===== src/rtl/utf8d_pkg.sv =====
// Shared types and constants for the UTF-8 to code point decoder.
// No dependencies; imported by every module of the block.
`default_nettype none
package utf8d_pkg;

  localparam int TEXT_W  = 8;
  localparam int CP_W    = 21;
  localparam int COUNT_W = 3;

  // Lead byte class boundaries
  localparam logic [TEXT_W-1:0] LEAD2_MIN = 8'hC0;
  localparam logic [TEXT_W-1:0] LEAD3_MIN = 8'hE0;
  localparam logic [TEXT_W-1:0] LEAD4_MIN = 8'hF0;
  localparam logic [TEXT_W-1:0] BYTE_MAX  = 8'hFF;

  // Sequence length codes
  localparam logic [COUNT_W-1:0] LEN1 = 3'd1;
  localparam logic [COUNT_W-1:0] LEN2 = 3'd2;
  localparam logic [COUNT_W-1:0] LEN3 = 3'd3;
  localparam logic [COUNT_W-1:0] LEN4 = 3'd4;

  // Classified byte travelling from the front to the back
  typedef struct packed {
    logic [TEXT_W-1:0]  text_byte;
    logic [COUNT_W-1:0] lead_len;
  } entry_t;

endpackage
`default_nettype wire


===== src/rtl/utf8d_front.sv =====
// Front end: accepts raw bytes and tags each with its lead class.
// Depends on utf8d_pkg; feeds utf8d_queue.
`default_nettype none
module utf8d_front (
  input  wire logic             s_tvalid,
  output logic                  s_tready,
  input  wire logic [7:0]       s_tdata,   // [7:0] text_byte
  input  wire logic             queue_full,
  output logic                  push,
  output utf8d_pkg::entry_t     push_entry
);
  import utf8d_pkg::*;

  logic [COUNT_W-1:0] lead_len;

  always_comb begin
    case (s_tdata) inside
      [LEAD4_MIN:BYTE_MAX]: lead_len = LEN4;
      [LEAD3_MIN:8'hEF]:    lead_len = LEN3;
      [LEAD2_MIN:8'hDF]:    lead_len = LEN2;
      default:              lead_len = LEN1;
    endcase
  end

  assign s_tready             = !queue_full;
  assign push                 = s_tvalid && !queue_full;
  assign push_entry.text_byte = s_tdata;
  assign push_entry.lead_len  = lead_len;

endmodule
`default_nettype wire


===== src/rtl/utf8d_queue.sv =====
// Short FIFO of classified bytes between front and back.
// Depends on utf8d_pkg for the entry type.
`default_nettype none
module utf8d_queue #(
  parameter int DEPTH = 4
) (
  input  wire logic              clk,
  input  wire logic              rst,
  input  wire logic              push,
  input  wire utf8d_pkg::entry_t push_entry,
  input  wire logic              pop,
  output utf8d_pkg::entry_t      pop_entry,
  output logic                   full,
  output logic                   empty
);
  import utf8d_pkg::*;

  localparam int IDX_W = (DEPTH > 1) ? $clog2(DEPTH) : 1;
  localparam int CNT_W = $clog2(DEPTH + 1);
  localparam logic [IDX_W-1:0] LAST_IDX = IDX_W'(DEPTH - 1);
  localparam logic [CNT_W-1:0] FULL_CNT = CNT_W'(DEPTH);

  entry_t            slots [DEPTH];
  logic [IDX_W-1:0]  wr_ptr;
  logic [IDX_W-1:0]  rd_ptr;
  logic [CNT_W-1:0]  count;
  logic              do_push;
  logic              do_pop;

  assign full      = (count == FULL_CNT);
  assign empty     = (count == '0);
  assign do_push   = push && !full;
  assign do_pop    = pop && !empty;
  assign pop_entry = slots[rd_ptr];

  always_ff @(posedge clk) begin
    if (do_push) begin
      slots[wr_ptr] <= push_entry;
    end
  end

  always_ff @(posedge clk) begin
    if (rst) begin
      wr_ptr <= '0;
      rd_ptr <= '0;
      count  <= '0;
    end else begin
      if (do_push) begin
        wr_ptr <= (wr_ptr == LAST_IDX) ? '0 : wr_ptr + IDX_W'(1);
      end
      if (do_pop) begin
        rd_ptr <= (rd_ptr == LAST_IDX) ? '0 : rd_ptr + IDX_W'(1);
      end
      if (do_push && !do_pop) begin
        count <= count + CNT_W'(1);
      end else if (do_pop && !do_push) begin
        count <= count - CNT_W'(1);
      end
    end
  end

endmodule
`default_nettype wire


===== src/rtl/utf8d_back.sv =====
// Back end: assembles code points from classified bytes, holds the result register.
// Depends on utf8d_pkg; drains utf8d_queue.
`default_nettype none
module utf8d_back (
  input  wire logic              clk,
  input  wire logic              rst,
  input  wire logic              queue_empty,
  input  wire utf8d_pkg::entry_t pop_entry,
  output logic                   pop,
  output logic                   m_tvalid,
  input  wire logic              m_tready,
  output logic [23:0]            m_tdata    // [20:0] code_point, [23:21] byte_count
);
  import utf8d_pkg::*;

  logic [1:0]         bytes_pending;
  logic [CP_W-1:0]    partial_value;
  logic [COUNT_W-1:0] sequence_length;
  logic [1:0]         bytes_pending_next;
  logic [CP_W-1:0]    partial_value_next;
  logic [COUNT_W-1:0] sequence_length_next;
  logic               emit;
  logic [CP_W-1:0]    code_point;
  logic [COUNT_W-1:0] byte_count;
  logic               out_free;
  logic [7:0]         b;

  assign out_free = !m_tvalid || m_tready;
  assign pop      = !queue_empty && out_free;
  assign b        = pop_entry.text_byte;

  always_comb begin
    bytes_pending_next   = bytes_pending;
    partial_value_next   = partial_value;
    sequence_length_next = sequence_length;
    emit                 = 1'b0;
    code_point           = partial_value;
    byte_count           = sequence_length;
    if (bytes_pending != 2'd0) begin
      // continuation: shift in six payload bits, tag unchecked
      partial_value_next = {partial_value[CP_W-7:0], b[5:0]};
      bytes_pending_next = bytes_pending - 2'd1;
      emit               = (bytes_pending == 2'd1);
      code_point         = partial_value_next;
    end else begin
      case (pop_entry.lead_len)
        LEN4: begin
          partial_value_next   = {{(CP_W-3){1'b0}}, b[2:0]};
          bytes_pending_next   = 2'd3;
          sequence_length_next = LEN4;
        end
        LEN3: begin
          partial_value_next   = {{(CP_W-4){1'b0}}, b[3:0]};
          bytes_pending_next   = 2'd2;
          sequence_length_next = LEN3;
        end
        LEN2: begin
          partial_value_next   = {{(CP_W-5){1'b0}}, b[4:0]};
          bytes_pending_next   = 2'd1;
          sequence_length_next = LEN2;
        end
        default: begin
          partial_value_next   = {{(CP_W-8){1'b0}}, b};
          sequence_length_next = LEN1;
          emit                 = 1'b1;
          code_point           = partial_value_next;
          byte_count           = LEN1;
        end
      endcase
    end
  end

  always_ff @(posedge clk) begin
    if (rst) begin
      bytes_pending   <= '0;
      partial_value   <= '0;
      sequence_length <= '0;
      m_tvalid        <= 1'b0;
    end else begin
      if (pop) begin
        bytes_pending   <= bytes_pending_next;
        partial_value   <= partial_value_next;
        sequence_length <= sequence_length_next;
      end
      if (pop && emit) begin
        m_tvalid <= 1'b1;
      end else if (m_tready) begin
        m_tvalid <= 1'b0;
      end
    end
  end

  // Load the result register only when a sequence completes
  always_ff @(posedge clk) begin
    if (pop && emit) begin
      m_tdata <= {byte_count, code_point};
    end
  end

endmodule
`default_nettype wire


===== src/rtl/utf8_to_codepoint_decode.sv =====
// UTF-8 to code point decoder, top level.
// Throughput: one byte per cycle unless the output stalls; each byte is one shift-or update
// in the back end. An accepted byte is written into the queue, then popped by the back end,
// which loads the result register; entries waiting ahead of it in the queue are popped first.
// Reset (synchronous, rst high) empties the queue, clears the decode state and drops any result.
// Depends on utf8d_pkg, utf8d_front, utf8d_queue and utf8d_back.
`default_nettype none
module utf8_to_codepoint_decode #(
  parameter int QUEUE_DEPTH = 4
) (
  input  wire logic        clk,
  input  wire logic        rst,
  input  wire logic        s_tvalid,
  output logic             s_tready,
  input  wire logic [7:0]  s_tdata,   // [7:0] text_byte
  output logic             m_tvalid,
  input  wire logic        m_tready,
  output logic [23:0]      m_tdata    // [20:0] code_point, [23:21] byte_count
);
  import utf8d_pkg::*;

  entry_t push_entry;
  entry_t pop_entry;
  logic   push;
  logic   pop;
  logic   queue_full;
  logic   queue_empty;

  utf8d_front u_front (
    .s_tvalid   (s_tvalid),
    .s_tready   (s_tready),
    .s_tdata    (s_tdata),
    .queue_full (queue_full),
    .push       (push),
    .push_entry (push_entry)
  );

  utf8d_queue #(
    .DEPTH (QUEUE_DEPTH)
  ) u_queue (
    .clk        (clk),
    .rst        (rst),
    .push       (push),
    .push_entry (push_entry),
    .pop        (pop),
    .pop_entry  (pop_entry),
    .full       (queue_full),
    .empty      (queue_empty)
  );

  utf8d_back u_back (
    .clk         (clk),
    .rst         (rst),
    .queue_empty (queue_empty),
    .pop_entry   (pop_entry),
    .pop         (pop),
    .m_tvalid    (m_tvalid),
    .m_tready    (m_tready),
    .m_tdata     (m_tdata)
  );

endmodule
`default_nettype wire


===== config.mk =====
export PLATFORM = sky130hd
export DESIGN_NAME = utf8_to_codepoint_decode
export DESIGN_NICKNAME = d
export VERILOG_FILES = /design/src/rtl/utf8d_pkg.sv /design/src/rtl/utf8d_front.sv /design/src/rtl/utf8d_queue.sv /design/src/rtl/utf8d_back.sv /design/src/rtl/utf8_to_codepoint_decode.sv
export SDC_FILE = /design/constraint.sdc
export NUM_CORES = 1
export LEC_CHECK = 0
export BUFFER_PORTS_ARGS = -buffer_cell sky130_fd_sc_hd__buf_2
export CORE_UTILIZATION = 50
export CTS_CLUSTER_DIAMETER = 50
export DETAILED_ROUTE_END_ITERATION = 7
export PLACE_DENSITY = 0.74
export RECOVER_POWER = 50
export SYNTH_ARGS = -nofsm -noshare
export SYNTH_HDL_FRONTEND = slang
export SYNTH_SLANG_ARGS = --single-unit

===== constraint.sdc =====
create_clock -name clk -period 9.5 [get_ports clk]
set_clock_uncertainty 0.05 [all_clocks]
set_input_delay 0.475 -clock clk [delete_from_list [all_inputs] [get_ports clk]]
set_output_delay 0.475 -clock clk [all_outputs]
set_load 0.03 [all_outputs]

==> flow_summary.toml, run 1 <==
[outcome]
status = "completed"

[synth]
synth_area_leaders = "edfxtp_1 49%, dfxtp_1 17%, mux4_1 4.4%"
synth_cell_types = 46
synth_xor_area_share_pct = 0.8353
synth.avg_cell_area_sq_um = 13.84
synth_compound_area_share_pct = 8.562
syn-cell-area_sq_mm = 0.004194
yosysWarnings = 0
ys.flop_type = "edfxtp_1"
synth_top_family_by_area = "simple AND/OR/NAND/NOR gates"
synth_edf_count = 68
syn_nets = 322
yosysTopAreaCell = "edfxtp_1"
seq_area_frac_synth_pct = 65.87
syn_inst = 303
ys_async_sr_fraction_pct = 0
synth_fa_ha_area_share_pct = 2.267
synthMuxAreaShare_pct = 8.562
ys_seq_elements = 104
synth_top_area_share_pct = 48.69
synthSimpleGateAreaFrac_pct = 10.83

[die]
start_util_pct = 51.30
rows = 33
dieArea_sq_mm = 0.008758
core_area_sq_mm = 0.008175
io_pins = 38
dieWidth_um = 93.59
die_h_um = 93.59

[critical_path]
cp_max_fo = 24
critPathBufInv = 1
cp.arrival_ns = 3.35
slowest_stage = "dfxtp_1"
slowest_delay_ns = 0.75
crit_type = "reg2reg"
cp.required_ns = 9.51
r2r_setup_slack_ns = 6.15
cpLargestDelayFamily = "flip-flops"
reg2reg_depth = 5
path_cells = "mux4_2, and2b_1, o21a_1, nor3_2, buf_4"
cp-start-kind = "flop"
worstReg2RegEnd = "u_back.m_tdata[16]"
crit_path_end_kind = "flop"

[worst_hold_path]
hp-class = "in2reg"
min_from = "s_tdata[1]"
hold_depth = 1
min_to = "u_queue.slots[3][4]"

[run]
drv_cap = 0

[clock_network]
postCtsSetupBuffers = 0
ctsHoldBuffers = 0
cts_tree = "built"
cts_root_buf = "clkbuf_8"
clkLatencyLatePin_ns = 0.36
cts_buffers = 9
cts_num_sinks = 104
cts_buffer_depth = 2
clkTransAtPathRegs_ns = 0.09
ctsResizeCount = 0
htreeDepth = 3

[timing]
fin_crit_ns = 3.347
holdWs_ns = 0.3138
fmax_mhz = 298.7
rsz0062_at_grt = "false"
finalHoldViolations = 0
slew_violations = 0
worst_pin_slew_ns = 1.033
setup-tns-final_ns = 0
post-route-period-util_pct = 35.24
slew_headroom_pct = 31.11
setup_viol = 0

[route]
routed_wl_um = 6714
drt_iter0_markers = 189
avgRoutedWirePerCell_um = 15.16
vias_per_cell = 5.476
route.antenna.remaining_nets = 0
first_pass_iters = 6
vias = 2426
drc = 0

[final_layout]
nFillCells = 706
drive_gt1_share_pct = 10.95
ff_latch_area_sq_mm = 0.002763
final_cell_mix = "68 x edfxtp_1, 36 x dfxtp_1, 34 x clkbuf_1"
multi_input_comb_area_sq_mm = 0.001308
synthToLayoutAreaGrowth_pct = 8.652
num-nets-final = 352
antenna_cells = 0
layout_commonest_cell = "edfxtp_1"

[global_routing]
grt_max_degree = 38
grt_pass1_wl_um = 10730
grt_antenna_before_repair = 0
grt-ovfl-total = 0
grt_pass1_vias = 2268
grt_use_total_pct = 16.41

[placement]
port_buffers = 37
place_congestion = 0.7470
place_hpwl_um = 4330

[pwr]
ir_drop_mv = 0.1427
p_leak_nw = 1.544
p_per_area_mw_per_mm2 = 340.0
==> where the power goes <==
part           internal, mW  switching [mW]
combinational         0.204           0.405
sequential            0.629          0.0707
clock                 0.101           0.139
total                 0.935           0.615
==> layout make-up <==
cell class,count,share of cell area (%)
multi-input cells,173,28.69
clock inverters,5,0.7139
inverters,6,0.4942
repair buffers,39,3.487
clock buffers,11,3.103
flip-flops and latches,104,60.63
well taps,105,2.883
==> metal layers <==
| metal | wire, um | vias up | global-route usage, % |
|---|---|---|---|
| met5 | 0 | - | 0 |
| met4 | 107 | 0 | 6.410 |
| met3 | 359 | 11 | 5.285 |
| met2 | 3253 | 61 | 26.59 |
| met1 | 2994 | 1155 | 20.48 |
| li1 | - | 1199 | - |
==> worst max-delay path by stage <==
stage / slack (ns) / end / cells after the start
floorplan: 5.60 / u_back.m_tdata[0] / 7
global placement: 6.21 / u_back.m_tdata[5] / 5
detailed placement: 6.12 / u_back.m_tdata[5] / 5
CTS: 6.09 / u_back.m_tdata[7] / 5
global route: 5.93 / u_back.m_tdata[7] / 5
finish: 6.15 / u_back.m_tdata[16] / 5
==> cells in the mapped netlist (3+ instances only) <==
| cell type | count |
|---|---|
| inv_1 | 6 |
| mux2_2 | 4 |
| nor3_1 | 5 |
| a22o_1 | 13 |
| mux4_2 | 4 |
| nor2_1 | 6 |
| buf_1 | 3 |
| mux4_1 | 7 |
| edfxtp_1 | 68 |
| dfxtp_1 | 36 |
| nand2_1 | 32 |
| o21ai_0 | 6 |
| nor2b_1 | 3 |
| nand3_1 | 16 |
| a21oi_1 | 30 |
| and3_1 | 4 |
| or3_1 | 6 |
| clkbuf_1 | 12 |
| ha_1 | 6 |
==> state kept, by name, indices dropped and copies added (netlist names), named ones only <==
signal	cells
u_back.bytes_pending	2
u_back.m_tdata	24
u_back.m_tvalid	1
u_back.partial_value	21
u_back.sequence_length	3
u_queue.count	3
u_queue.rd_ptr	2
u_queue.slots	44
u_queue.wr_ptr	2
==> stage by stage <==
stage	instances	worst slack, ns	instance area, sq um	power [mW]	utilization (%)
4_1_cts	443	6.093	4598	1.578	56.24
3_3_place_gp	427	6.206	4424	1.321	54.12
3_5_place_dp	427	6.119	4424	1.337	54.12
6_report	443	6.153	4557	1.549	55.74
2_1_floorplan	303	5.596	4194	1.217	-
5_1_grt	443	5.934	4557	1.648	55.74
==> cell families after synthesis <==
| logic type | count (synthesis) |
|---|---|
| simple gates | 87 |
| mux | 18 |
| compound gates | 57 |
| buf+inv | 26 |
| xor+xnor | 4 |
| fa+ha+maj | 7 |
| flops | 104 |
Power figures use the tool's default switching activity.
==> run 2: changes to the inputs <==
Clock period 9.5 ns to 3.15 ns, I/O delays scaled along.
==> run 2 against run 1 <==
Non-clock buffer count rose by 13. Global-route usage grew 1.1 points. Critical path type unchanged. Routed wire length grew 6.4%. Worst setup slack got worse by 5.9 ns.
==> flow_summary.toml, run 2 (same netlist as run 1, synthesis figures left out) <==
[clock_network]
clkLatencyLatePin_ns = 0.37
postCtsSetupBuffers = 0
htreeDepth = 3
cts_buffer_depth = 2
cts_buffers = 9
cts_tree = "built"
clkTransAtPathRegs_ns = 0.10
cts_num_sinks = 104
cts_root_buf = "clkbuf_8"

[timing]
fmax_mhz = 343.4
rsz0062_at_grt = "false"
fin_crit_ns = 2.912
setup_viol = 0
fin_ws_ns = 0.2382
post-route-period-util_pct = 92.44
finalHoldViolations = 0
slew_violations = 0
setup-tns-final_ns = 0
worst_pin_slew_ns = 0.6532
holdWs_ns = 0.07121
slew_headroom_pct = 56.45

[global_routing]
grt_antenna_before_repair = 0
grt_pass1_wl_um = 11290
grt-ovfl-total = 0
grt_pass1_vias = 2264
grt_max_degree = 38
grt_use_total_pct = 17.51

[placement]
place_hpwl_um = 4645
port_buffers = 37
dp_slack_ns = 0.2220
numPlacedInstances = 432
place_congestion = 0.7239

[die]
core_area_sq_mm = 0.008175
die_h_um = 93.59
dieWidth_um = 93.59
io_pins = 38
rows = 33
dieArea_sq_mm = 0.008758
start_util_pct = 51.30

[worst_hold_path]
hp-class = "in2reg"
hold_depth = 3

[route]
routed_wl_um = 7144
vias = 2499
drc = 0
drt-met1-wl_um = 3097
top_layer = "met4"
avgRoutedWirePerCell_um = 15.67
vias_per_cell = 5.480
wl_met2_um = 3586
first_pass_iters = 5
met3WireLength_um = 364
drt_iter0_markers = 180
route.antenna.remaining_nets = 0

[final_layout]
final_core_util_pct = 58.02
final_cell_mix = "68 x edfxtp_1, 36 x dfxtp_1, 34 x clkbuf_1"
largest_reg_flops = 44
layout_commonest_cell = "edfxtp_1"
nFillCells = 669
num-nets-final = 365
drive_gt1_share_pct = 11.97
synthToLayoutAreaGrowth_pct = 13.10
largest_register = "u_queue.slots"
antenna_cells = 0
reg.largest.list = "u_queue.slots: 44 flops, u_back.m_tdata: 24 flops, u_back.partial_value: 21 flops"
fin_cells = 456

[run]
drv_cap = 0

[critical_path]
path_cells = "buf_4, mux4_2, and2b_1, o21a_1, mux2_2"
cp.required_ns = 3.23
r2r_setup_slack_ns = 0.24
cpLargestDelayFamily = "multiplexers"
slowest_stage = "o21a_1"
cp-start-kind = "flop"
cp.arrival_ns = 2.99
critPathBufInv = 1
slowest_delay_ns = 0.59
crit_path_end_kind = "flop"
crit_type = "reg2reg"
cp_max_fo = 13
crit_cells = 5
reg2reg_depth = 5

[outcome]
status = "completed"

[pwr]
ir_drop_mv = 0.4054
p_per_area_mw_per_mm2 = 1053
p_leak_nw = 1.631
[run 2: changes by cell type in the layout (fill, tap and decap cells not counted), moves of 2 or more]
cell	previous run	this run
dlygate4sd3_1	0	8
bufinv_16	0	2
clkinv_2	2	0
inv_6	0	3
buf_4	2	6
[run 2: power breakdown]
| group | switching (mW) | internal, mW | leakage [nW] | total [mW] |
|---|---|---|---|---|
| Sequential | 0.194 | 1.90 | 0.932 | 2.09 |
| Clock | 0.458 | 0.455 | 0.107 | 0.913 |
| Combinational | 1.29 | 0.700 | 0.592 | 1.99 |
| Total | 1.94 | 3.05 | 1.63 | 5.00 |
[run 2: cell type report]
| class | instances | area, sq um | area share, % |
|---|---|---|---|
| Timing Repair Buffer | 52 | 287.8 | 6.067 |
| Sequential cell | 104 | 2763 | 58.24 |
| Inverter | 6 | 22.52 | 0.4748 |
| Tap cell | 105 | 131.4 | 2.770 |
| Clock inverter | 7 | 101.3 | 2.137 |
| Clock buffer | 9 | 123.9 | 2.611 |
| Multi-Input combinational cell | 173 | 1314 | 27.70 |
[run 2: worst paths after layout]
kind / startpoint / to
worst max-delay path: flop / u_back.m_tdata[4]
worst max register to register: flop / u_back.m_tdata[4]
worst min-delay path: m_tready / u_back.m_tvalid
worst min register to register: u_back.partial_value[19] / u_back.partial_value[19]
[run 2: metal layers]
layer / up-vias / GRT usage [%]
met5: - / 0
met4: 0 / 6.538
met3: 8 / 4.390
met2: 68 / 28.62
met1: 1199 / 22.59
li1: 1224 / -
[run 2: what timing repair did]
action                                 4_1_cts  5_1_grt
endpoints found under the hold margin       32        0
hold buffers                                 8        0
resized for setup                            0        0
[run 2: stage by stage]
step	power, mW	cell area [sq um]
after floorplan	3.683	4205
after global placement	4.093	4481
final	4.996	4743
after global routing	5.288	4743
after CTS	5.079	4786
after detailed placement	4.165	4481
[run 2: tightest hold or removal path, cell delays in order]
cell and delay, ns:
buf_2 0.07, nand2b_1 0.12, o22ai_1 0.09
